[src/pgw_pkg.sv]
// Shared types, codes and helpers for the four-level page table walker.
package pgw_pkg;

	localparam int WALKERS  = 4;
	localparam int SLOT_W   = 2;
	localparam int VA_W     = 48;
	localparam int ADDR_W   = 64;
	localparam int LEVEL_W  = 2;
	localparam int CNT_W    = 3;
	localparam int CFG_IDX_W = 1;

	localparam logic FUNC_REQ  = 1'b0;
	localparam logic FUNC_FILL = 1'b1;

	localparam logic [1:0] KIND_READ  = 2'd0;
	localparam logic [1:0] KIND_DONE  = 2'd1;
	localparam logic [1:0] KIND_FAULT = 2'd2;
	localparam logic [1:0] KIND_BUSY  = 2'd3;

	localparam logic [CFG_IDX_W-1:0] CFG_TABLE_ROOT      = 1'b0;
	localparam logic [CFG_IDX_W-1:0] CFG_MAX_OUTSTANDING = 1'b1;

	localparam logic [LEVEL_W-1:0] LEVEL_TOP  = 2'd3;
	localparam logic [LEVEL_W-1:0] LEVEL_LEAF = 2'd0;

	localparam logic [ADDR_W-1:0] PAGE_MASK = ~64'hFFF;
	localparam logic [ADDR_W-1:0] LINE_MASK = ~64'h3F;

	typedef struct packed {
		logic              func;
		logic [VA_W-1:0]   virt_addr;
		logic [1:0]        fill_slot;
		logic [ADDR_W-1:0] entry_value;
	} walk_req_t;

	typedef struct packed {
		logic [1:0]        kind;
		logic [1:0]        walk_slot;
		logic [ADDR_W-1:0] address;
		logic [2:0]        entry_word;
		logic [VA_W-1:0]   orig_virt;
	} walk_rsp_t;

	// classified request passed from front to back
	typedef struct packed {
		logic              is_fill;
		logic              present;
		logic [1:0]        slot;
		logic [VA_W-1:0]   va;
		logic [ADDR_W-1:0] addr;
	} pgw_cmd_t;

	typedef struct packed {
		logic empty;
		logic full;
	} pgw_qstat_t;

	function automatic logic [8:0] level_index(input logic [VA_W-1:0] va,
			input logic [LEVEL_W-1:0] level);
		logic [8:0] idx;
		case (level)
			2'd3:    idx = va[47:39];
			2'd2:    idx = va[38:30];
			2'd1:    idx = va[29:21];
			default: idx = va[20:12];
		endcase
		return idx;
	endfunction

	function automatic logic [ADDR_W-1:0] entry_addr(input logic [ADDR_W-1:0] base,
			input logic [VA_W-1:0] va, input logic [LEVEL_W-1:0] level);
		return base + {52'd0, level_index(va, level), 3'd0};
	endfunction

endpackage

[src/pgw_front.sv]
// Front end: classifies requests, forms root entry or fill page address.
module pgw_front (
	input  pgw_pkg::walk_req_t            req,
	input  logic [pgw_pkg::ADDR_W-1:0]    table_root,
	output pgw_pkg::pgw_cmd_t             cmd
);
	import pgw_pkg::*;

	always_comb begin
		cmd.is_fill = (req.func == FUNC_FILL);
		cmd.present = req.entry_value[0];
		cmd.slot    = req.fill_slot;
		cmd.va      = req.virt_addr;
		if (req.func == FUNC_FILL) begin
			cmd.addr = req.entry_value & PAGE_MASK;
		end else begin
			cmd.addr = entry_addr(table_root, req.virt_addr, LEVEL_TOP);
		end
	end

endmodule

[src/pgw_queue.sv]
// Two-entry request queue between front and back.
module pgw_queue (
	input  logic                clk,
	input  logic                arst_n,
	input  logic                push,
	input  pgw_pkg::pgw_cmd_t   wdata,
	input  logic                pop,
	output pgw_pkg::pgw_cmd_t   rdata,
	output pgw_pkg::pgw_qstat_t stat
);
	import pgw_pkg::*;

	pgw_cmd_t   mem_q [2];
	logic       wr_ptr_q;
	logic       rd_ptr_q;
	logic [1:0] count_q;
	logic       do_push;
	logic       do_pop;

	assign stat.empty = (count_q == 2'd0);
	assign stat.full  = (count_q == 2'd2);
	assign do_push    = push && !stat.full;
	assign do_pop     = pop && !stat.empty;
	assign rdata      = mem_q[rd_ptr_q];

	always_ff @(posedge clk or negedge arst_n) begin
		if (!arst_n) begin
			wr_ptr_q <= 1'b0;
			rd_ptr_q <= 1'b0;
			count_q  <= 2'd0;
		end else begin
			if (do_push) begin
				wr_ptr_q <= !wr_ptr_q;
			end
			if (do_pop) begin
				rd_ptr_q <= !rd_ptr_q;
			end
			case ({do_push, do_pop})
				2'b10:   count_q <= count_q + 2'd1;
				2'b01:   count_q <= count_q - 2'd1;
				default: count_q <= count_q;
			endcase
		end
	end

	always_ff @(posedge clk) begin
		if (do_push) begin
			mem_q[wr_ptr_q] <= wdata;
		end
	end

endmodule

[src/pgw_back.sv]
// Back end: walk slot state, one queued request per cycle, result register.
module pgw_back (
	input  logic                       clk,
	input  logic                       arst_n,
	input  pgw_pkg::pgw_cmd_t          cmd,
	input  pgw_pkg::pgw_qstat_t        qstat,
	input  logic [pgw_pkg::CNT_W-1:0]  max_outstanding,
	output logic                       pop,
	output logic                       rsp_valid,
	output pgw_pkg::walk_rsp_t         rsp
);
	import pgw_pkg::*;

	logic                slot_busy_q  [WALKERS];
	logic [VA_W-1:0]     slot_virt_q  [WALKERS];
	logic [LEVEL_W-1:0]  slot_level_q [WALKERS];

	logic                rsp_valid_q;
	walk_rsp_t           rsp_q;

	logic [CNT_W-1:0]    n_busy;
	logic                have_free;
	logic [SLOT_W-1:0]   free_idx;
	logic                alloc;
	logic                release_slot;
	logic                advance;
	logic                emit;
	walk_rsp_t           rsp_d;
	logic [VA_W-1:0]     fill_va;
	logic [LEVEL_W-1:0]  fill_level;
	logic [LEVEL_W-1:0]  next_level;
	logic [ADDR_W-1:0]   ea;

	always_comb begin
		n_busy    = '0;
		have_free = 1'b0;
		free_idx  = '0;
		for (int i = 0; i < WALKERS; i++) begin
			n_busy = n_busy + CNT_W'(slot_busy_q[i]);
			if (!slot_busy_q[i] && !have_free) begin
				have_free = 1'b1;
				free_idx  = SLOT_W'(i);
			end
		end
	end

	assign fill_va    = slot_virt_q[cmd.slot];
	assign fill_level = slot_level_q[cmd.slot];
	assign next_level = fill_level - LEVEL_W'(1);
	assign ea         = entry_addr(cmd.addr, fill_va, next_level);
	assign pop        = !qstat.empty;

	always_comb begin
		alloc        = 1'b0;
		release_slot = 1'b0;
		advance      = 1'b0;
		emit         = 1'b0;
		rsp_d        = '0;
		if (!qstat.empty) begin
			if (!cmd.is_fill) begin
				emit            = 1'b1;
				rsp_d.orig_virt = cmd.va;
				if (!have_free || (max_outstanding != '0 && n_busy >= max_outstanding)) begin
					rsp_d.kind = KIND_BUSY;
				end else begin
					alloc            = 1'b1;
					rsp_d.kind       = KIND_READ;
					rsp_d.walk_slot  = free_idx;
					rsp_d.address    = cmd.addr & LINE_MASK;
					rsp_d.entry_word = cmd.addr[5:3];
				end
			end else if (32'(cmd.slot) < WALKERS && slot_busy_q[cmd.slot]) begin
				emit            = 1'b1;
				rsp_d.walk_slot = cmd.slot;
				rsp_d.orig_virt = fill_va;
				if (!cmd.present) begin
					release_slot = 1'b1;
					rsp_d.kind   = KIND_FAULT;
				end else if (fill_level == LEVEL_LEAF) begin
					release_slot  = 1'b1;
					rsp_d.kind    = KIND_DONE;
					rsp_d.address = cmd.addr | {52'd0, fill_va[11:0]};
				end else begin
					advance          = 1'b1;
					rsp_d.kind       = KIND_READ;
					rsp_d.address    = ea & LINE_MASK;
					rsp_d.entry_word = ea[5:3];
				end
			end
		end
	end

	always_ff @(posedge clk or negedge arst_n) begin
		if (!arst_n) begin
			for (int i = 0; i < WALKERS; i++) begin
				slot_busy_q[i] <= 1'b0;
			end
			rsp_valid_q <= 1'b0;
		end else begin
			rsp_valid_q <= emit;
			if (alloc) begin
				slot_busy_q[free_idx] <= 1'b1;
			end
			if (release_slot) begin
				slot_busy_q[cmd.slot] <= 1'b0;
			end
		end
	end

	always_ff @(posedge clk) begin
		rsp_q <= rsp_d;
		if (alloc) begin
			slot_virt_q[free_idx]  <= cmd.va;
			slot_level_q[free_idx] <= LEVEL_TOP;
		end
		if (advance) begin
			slot_level_q[cmd.slot] <= next_level;
		end
	end

	assign rsp_valid = rsp_valid_q;
	assign rsp       = rsp_q;

endmodule

[src/four_level_page_table_walker.sv]
// Top level of the four-level page table walker: config registers, front, queue, back.
//
//  channel   | handshake              | payload
//  ----------+------------------------+---------------------------------
//  request   | start / busy           | request  (walk_req_t)
//  result    | result_valid (strobe)  | result   (walk_rsp_t)
//  config    | cfg_valid / cfg_ready  | cfg_index, cfg_data
//
// One request per cycle; each request is held first in a queue entry, and its
// result is then held in the back end's result register.
// The back end drains one queued request per cycle, so busy stays low in use.
// Reset clears walk slots, queue and config; results cannot be stalled.
module four_level_page_table_walker (
	input  logic                            clk,
	input  logic                            arst_n,
	input  logic                            start,
	output logic                            busy,
	input  pgw_pkg::walk_req_t              request,
	output logic                            result_valid,
	output pgw_pkg::walk_rsp_t              result,
	input  logic                            cfg_valid,
	output logic                            cfg_ready,
	input  logic [pgw_pkg::CFG_IDX_W-1:0]   cfg_index,
	input  logic [pgw_pkg::ADDR_W-1:0]      cfg_data
);
	import pgw_pkg::*;

	logic [ADDR_W-1:0] table_root_q;
	logic [CNT_W-1:0]  max_outstanding_q;
	pgw_cmd_t          front_cmd;
	pgw_cmd_t          back_cmd;
	pgw_qstat_t        qstat;
	logic              pop;
	logic              accept;

	assign cfg_ready = 1'b1;
	assign busy      = qstat.full;
	assign accept    = start && !busy;

	always_ff @(posedge clk or negedge arst_n) begin
		if (!arst_n) begin
			table_root_q      <= '0;
			max_outstanding_q <= '0;
		end else if (cfg_valid && cfg_ready) begin
			case (cfg_index)
				CFG_TABLE_ROOT:      table_root_q      <= cfg_data;
				CFG_MAX_OUTSTANDING: max_outstanding_q <= cfg_data[CNT_W-1:0];
				default: ;
			endcase
		end
	end

	pgw_front u_front (
		.req        (request),
		.table_root (table_root_q),
		.cmd        (front_cmd)
	);

	pgw_queue u_queue (
		.clk    (clk),
		.arst_n (arst_n),
		.push   (accept),
		.wdata  (front_cmd),
		.pop    (pop),
		.rdata  (back_cmd),
		.stat   (qstat)
	);

	pgw_back u_back (
		.clk             (clk),
		.arst_n          (arst_n),
		.cmd             (back_cmd),
		.qstat           (qstat),
		.max_outstanding (max_outstanding_q),
		.pop             (pop),
		.rsp_valid       (result_valid),
		.rsp             (result)
	);

	a_rsp_from_queue: assert property (@(posedge clk) disable iff (!arst_n)
		result_valid |-> $past(!qstat.empty))
		else $error("result without a queued request");

	a_read_aligned: assert property (@(posedge clk) disable iff (!arst_n)
		result_valid && result.kind == KIND_READ |-> result.address[5:0] == 6'd0)
		else $error("line read not line aligned");

	a_busy_fields: assert property (@(posedge clk) disable iff (!arst_n)
		result_valid && result.kind == KIND_BUSY |->
			result.walk_slot == 2'd0 && result.address == '0 && result.entry_word == 3'd0)
		else $error("busy reply carries slot data");

	a_req_answered: assert property (@(posedge clk) disable iff (!arst_n)
		start && !busy && request.func == FUNC_REQ |-> ##2 result_valid)
		else $error("translation request not answered");

endmodule
[config.mk]
export PLATFORM = sky130hd
export DESIGN_NAME = four_level_page_table_walker
export DESIGN_NICKNAME = d
export VERILOG_FILES = /design/src/pgw_pkg.sv /design/src/pgw_front.sv /design/src/pgw_queue.sv /design/src/pgw_back.sv /design/src/four_level_page_table_walker.sv
export SDC_FILE = /design/constraint.sdc
export NUM_CORES = 1
export LEC_CHECK = 0
export ABC_AREA = 1
export BUFFER_PORTS_ARGS = -buffer_cell sky130_fd_sc_hd__buf_2
export CORE_MARGIN = 2
export CORE_UTILIZATION = 50
export CTS_CLUSTER_SIZE = 8
export DETAILED_ROUTE_END_ITERATION = 10
export PLACE_DENSITY = 0.73
export SYNTH_ARGS = -nofsm -noshare
export SYNTH_HDL_FRONTEND = slang
export SYNTH_SLANG_ARGS = --single-unit
export TNS_END_PERCENT = 5
[constraint.sdc]
create_clock -name clk -period 6.9 [get_ports clk]
set_input_delay 1.38 -clock clk [delete_from_list [all_inputs] [get_ports clk]]
set_output_delay 1.38 -clock clk [all_outputs]
set_load 0.005 [all_outputs]
# Word-level counts from Yosys, hierarchy flattened

Memories as Yosys holds them, arrays and structs flattened.
Cells that the tools add are included.
W data, S select, Z words.

Bits in writable memories: 432
Memories kept: 3
Register bits: 195
Input bits: 184

Memory list:

| name                | depth | width | read ports | clocked after Yosys merged registers in | write ports | line            | RTL |
|---|---|---|---|---|---|---|---|
| u_queue.mem_q       | 2     | 116   | 1          | 0                                       | 1           | pgw_queue.sv:13 | `pgw_cmd_t mem_q [2];` |
| u_back.slot_virt_q  | 4     | 48    | 1          | 0                                       | 1           | pgw_back.sv:15  | `logic [VA_W-1:0] slot_virt_q [WALKERS];` |
| u_back.slot_level_q | 4     | 2     | 1          | 0                                       | 1           | pgw_back.sv:16  | `logic [LEVEL_W-1:0] slot_level_q [WALKERS];` |

Mux-type cells: 54
Reduce and logical (&&, ||, !) cells: 26
Magnitude comparators: 5
Bitwise operators: 7
$add $sub $neg: 8
Equality and inequality tests: 6

Operators with widths:

| operator             | number |
|---|---|
| $mux W119            | 2 |
| $add A64 B12 Y64     | 2 |
| $mux W64             | 2 |
| $mux W69             | 1 |
| $mux W67             | 1 |
| $or A64 B12 Y64      | 1 |
| $mux W1              | 33 |
| $pmux W9 S3          | 1 |
| $mux W2              | 6 |
| $logic_not A1 Y1     | 10 |
| $mux W9              | 1 |
| $eq A2 B2 Y1 const B | 4 |
| $logic_and A1 B1 Y1  | 8 |
| $mux W4              | 2 |
| $add A3 B1 Y3        | 2 |
| $ge A3 B3 Y1 const B | 2 |
| $lt A3 B1 Y1 const B | 2 |
| $not A2 Y3           | 2 |
| $and A4 B4 Y4        | 1 |
| $demux W1 S2         | 2 |
| $eq A2 B1 Y1 const B | 2 |
| $logic_not A2 Y1     | 2 |
| $not A4 Y4           | 1 |
| $or A4 B4 Y4         | 1 |
| 13 further kinds     | 15 |

# Depth between registers and ports, before layout

Word-level depth: 18
Mapped depth: 31
Mapped depth without buffers: 28

# Cells and area by module

From an unflattened synthesis, not the netlist that was laid out.

Cell total of the unflattened synthesis: 3216
Area total of the unflattened synthesis: 29299.4 um^2

By module, submodules not included:

| module                       | sequential area each (um^2) | area an instance (um^2) | cells each | instances |
|---|---|---|---|---|
| pgw_back                     | 8513.2                      | 14004.7                 | 1466       | 1 |
| pgw_queue                    | 7066.8                      | 8667.1                  | 638        | 1 |
| pgw_front                    | 0.0                         | 3829.9                  | 816        | 1 |
| four_level_page_table_walker | 1676.6                      | 2797.7                  | 296        | 1 |

# Worst setup path before layout

OpenSTA, ideal clock, no wires.

Kind: input to register
Start point: in start
End point: mem u_queue.mem_q[0][0] (netlist name) (enable)
Setup slack: -0.103 ns
Cell stages on the path: 2
Data required time: 6.307 ns
Library setup time: 0.593 ns
Data arrival time: 6.410 ns
Path through: o21ai_0 nor2_1

Word-level cells in the longest chain between the ends: 4

Ends and longest elaborated chain:

| item                          | line                               | RTL |
|---|---|---|
| from (decl)                   | four_level_page_table_walker.sv:16 | `input logic start,` |
| $logic_and A1 B1 Y1           | four_level_page_table_walker.sv:38 | `assign accept = start && !busy;` |
| $logic_and A1 B1 Y1           | pgw_queue.sv:22                    | `assign do_push = push && !stat.full;` |
| $mux W1                       | pgw_queue.sv:47                    | `if (do_push) begin` |
| $mux W1 (implied by the code) | pgw_queue.sv:48                    | `mem_q[wr_ptr_q] <= wdata;` |
| to (decl)                     | pgw_queue.sv:13                    |  |

No other way between the ends.

# Worst setup path in the final report

Start point: reg u_queue.rd_ptr_q
End point: reg u_back.rsp_q (netlist bit u_back.rsp[94])

Word-level cells in the longest chain between the ends: 10

Ends and longest elaborated chain:

| item                                         | line            | RTL |
|---|---|---|
| from (decl)                                  | pgw_queue.sv:15 | `logic rd_ptr_q;` |
| from (signal assigned)                       | pgw_queue.sv:36 | `rd_ptr_q <= !rd_ptr_q;` |
| $mem_v2 Z2 W116 (*)                          | n/a             |  |
| $mem_v2 Z4 W2                                | n/a             |  |
| $sub A2 B1 Y2                                | pgw_back.sv:49  | `assign next_level = fill_level - LEVEL_W'(1);` |
| $eq A2 B1 Y1 or $eq A2 B2 Y1 (tied branches) | pgw_pkg.sv:61   | `case (level)` |
| $pmux W9 S3                                  | pgw_pkg.sv:61   |  |
| $add A64 B12 Y64                             | pgw_pkg.sv:72   | `return base + {52'd0, level_index(va, level), 3'd0};` |
| $mux W64                                     | pgw_back.sv:79  | `end else if (fill_level == LEVEL_LEAF) begin` |
| $mux W67                                     | pgw_back.sv:76  | `if (!cmd.present) begin` |
| $mux W119                                    | pgw_back.sv:72  | `end else if (32'(cmd.slot) < WALKERS && slot_busy_q[cmd.slot]) begin` |
| $mux W119 (*)                                | pgw_back.sv:60  | `if (!cmd.is_fill) begin` |
| to (signal assigned)                         | pgw_back.sv:111 | `rsp_q <= rsp_d;` |
| to (decl)                                    | pgw_back.sv:19  | `walk_rsp_t rsp_q;` |

Every way passes the cells marked *; elsewhere a longest branch is shown, timed or not. The select of a mux whose other input is x is not followed.
A chain may end at the register's enable or synchronous reset.

==> metrics.md <==
| Metric | Value |
|---|---|
| Synth top area share | 0.453 |
| Final Hold Viols | 0 |
| Skew-Pair Late Insertion Delay | around 650 ps |
| Final wirelength | 84.6 mm |
| Pwr/cell area | approximately 500 mW/mm^2 |
| Hold WC Path Type | register to register |
| R2R depth | 26 |
| Detailed Place HPWL | around 60 mm |
| Vias in the first global route | ~21k |
| Mapped Nets | roughly 3.2k |
| Num CTS Buffers | just under 90 |
| Slew headroom | 0.166 |
| CP Capture Type | register |
| Post-route ant nets | 0 |
| Critical path's slowest cell | ha_1 |
| Total global routing overflow | 0 |
| Outcome | completed |
| Post-Syn Instances | around 3.0k |
| Critical path launch point type | register |
| TritonRoute pass-1 iters | 6 |
| CP peak stage delay | 750 ps |
| Period utilisation layout | 0.854 |
| Area grow syn2layout | 16.9% |
| Gp weighted congestion | roughly 0.96 |
| Slew Limit Fails | 0 |
| Post-synthesis sequential area ratio | 0.602 |
| Routed vias/inst | between 5 and 6 |
| Finished Cell Area | ~0.033 mm^2 |
| RSZ-0062 raised after global routing | false |
| CTS Hold Buffers Added | 0 |
| Synthesized area per cell | roughly 9.5 um^2 |
| Worst Clk Skew | about 47 ps |
| Cells after DPL | about 4k |
| Initial antenna violation count | 7 |
| Largest net degree at the start of global routing | about 120 |
| Post-Layout Cell Count | around 4.1k |
| H-tree depth | 3 |
| I/O pins | ~300 |
| Row Count | a little under 90 |
| Die Wd | 243 um |
| CTS sink count | 627 |
| Distinct cells, synth | 52 |
| Initial Utilization | 0.507 |
| Crit path DAT | between 6000 and 7000 ps |
| Worst EP required | between 7000 and 8000 ps |
| Kind of critical path | register to register |
| Die Height | 243 um |
| Leak | 14.0 nW |
| Clock tree buffer depth | 3 |
| First-pass GRT wire length | around 130 mm |
| Share of cells above drive strength 1 | 0.169 |
| DRC viols | 0 |
| Warnings from Yosys | 0 |
| Clock root buffer | clkbuf_16 |
| GRT Total Usage | 0.281 |
| Critical-path maximum fanout | 34 |
| DR vias | 23.0k |
| Max Cap Violations | 0 |
| Syn Std Cell Area | 0.0286 mm^2 |
| Max IR drop VDD | ~0.35 mV |
| Post-CTS Setup Bufs | 0 |
| Fin nets | roughly 3.5k |
| Synth top area cells | edfxtp_1 45%, nand2_1 12%, dfxtp_1 8.3%, dfrtp_1 6.6%, nor2_1 3.5% |
| Slew @ Worst Pin | 1250 ps |
| Drt initial violations | roughly 2.4k |
| Fin Hold WS | 486 ps |
| Worst Hold Depth | 2 |
| Reg clk slew, reported paths | roughly 60 ps |
| Wire length per cell | 20.4 um |
| DP Area | 0.0308 mm^2 |
| Yosys top cell by area | edfxtp_1 |
| CP most frequent cell | nand2_1 |
| CTS tree | yes |
| Total power | 0.0167 W |
| Max Fclk | approximately 0.17 GHz |
| Core Area | around 0.056 mm^2 |
| Final setup viols | 0 |
| Die area | about 0.06 mm^2 |
| Final Critical Period | ~5900 ps |
| PostCTS Resize Cnt | 0 |
| Register bit total from synthesis | 627 |
| Port Buffers | between 200 and 300 |
cell usage after synthesis, drive strengths merged:
cell,n
a21boi,1
a21o,1
a21oi,96
a221oi,1
a22oi,17
a31oi,8
and2,2
and3,2
buf,47
clkbuf,53
clkinv,2
conb,1
dfrtp,76
dfxtp,119
edfxtp,432
fa,3
ha,31
inv,238
mux2,35
nand2,936
nand3,152
nand3b,9
nand4,46
nor2,296
nor3,37
nor4,9
o211ai,3
o21a,6
o21ai,188
o21bai,1
o22a,8
o22ai,65
o31ai,12
or2,36
xnor2,12
xor2,29
flip-flops by register name, indices dropped and copies added, names as in the netlist, 2 cells and up:
register             count
u_back.slot_busy_q       4
u_queue.mem_q          232
table_root_q            64
u_queue.count_q          2
u_back.slot_virt_q     192
max_outstanding_q        3
u_back.rsp             119
u_back.slot_level_q      8
placed cells by master (no fill, tap or decap), types with 75 or more instances in the layout:
| cell type | netlist | final |
|---|---|---|
| a21oi_1 | 95 | 95 |
| buf_2 | 15 | 292 |
| clkbuf_16 | 0 | 91 |
| dfrtp_1 | 76 | 75 |
| dfxtp_1 | 119 | 119 |
| edfxtp_1 | 432 | 432 |
| inv_1 | 229 | 229 |
| nand2_1 | 919 | 918 |
| nand3_1 | 145 | 145 |
| nor2_1 | 270 | 262 |
| o21ai_0 | 137 | 137 |
cells by family (layout without fill, tap and decap cells):
family	after synthesis	count (layout)	synth area share
simple gates	1525	1525	0.225
other cells	1	2	0.000131
xor+xnor	41	41	0.0125
buf+inv	340	721	0.0493
flops	627	627	0.602
compound gates	407	407	0.0808
mux	35	35	0.0138
fa+ha+maj	34	34	0.0156
cell type report:
class | count | area, um^2
well taps | 756 | 946
diodes | 1 | 2.50
clock inverters | 8 | 121
repair buffers | 319 | 1690
multi-input cells | 2043 | 10000
inverters | 240 | 903
flip-flops and latches | 627 | 17300
clock buffers | 154 | 2520
fillers | 4756 | 23000
path summary, 6_finish.rpt:
kind | startpoint | endpoint | slack [ps]
min | table_root_q[2] | table_root_q[2] | 490
max in group asynchronous | arst_n | u_queue.rd_ptr_q | 5070
max reg2reg | u_queue.rd_ptr_q | u_back.rsp[94] | 1000
min reg2reg | table_root_q[2] | table_root_q[2] | 490
max | u_queue.rd_ptr_q | u_back.rsp[94] | 1000
min in group asynchronous | arst_n | table_root_q[26] | 700
where the power goes:
part	leakage, nW	total [W]	internal, W	switching [W]
Combinational	6.89	0.00676	0.00187	0.00489
Clock	1.26	0.00408	0.00247	0.00160
Sequential	5.83	0.00581	0.00543	0.000388
Total	14.0	0.0167	0.00977	0.00688
per-stage QoR:
step	TNS (ps)	setup slack (ps)	util
final	0	1000	0.593
after global routing	0	701	0.593
after CTS	0	1130	0.593
after detailed placement	0	1170	0.546
after global placement	0	1260	0.546
after floorplan	-23960	-103	-
per-layer routing:
layer	global-route usage	up-vias	wire (um)
li1	-	10796	-
met5	0	-	30
met4	0.102	4	2750
met1	0.406	10944	36200
met3	0.0539	158	7900
met2	0.424	1129	37700
critical path, delay by kind of cell, from the launching register on:
family / cells / cell delay [ps]
flip-flops: 1 / 710
adder cells (fa/ha/maj): 2 / 1060
AND/OR/NAND/NOR: 19 / 2560
AO/OA/AOI/OAI: 2 / 490
buffers and inverters: 3 / 860
Power figures use the tool's default switching activity.
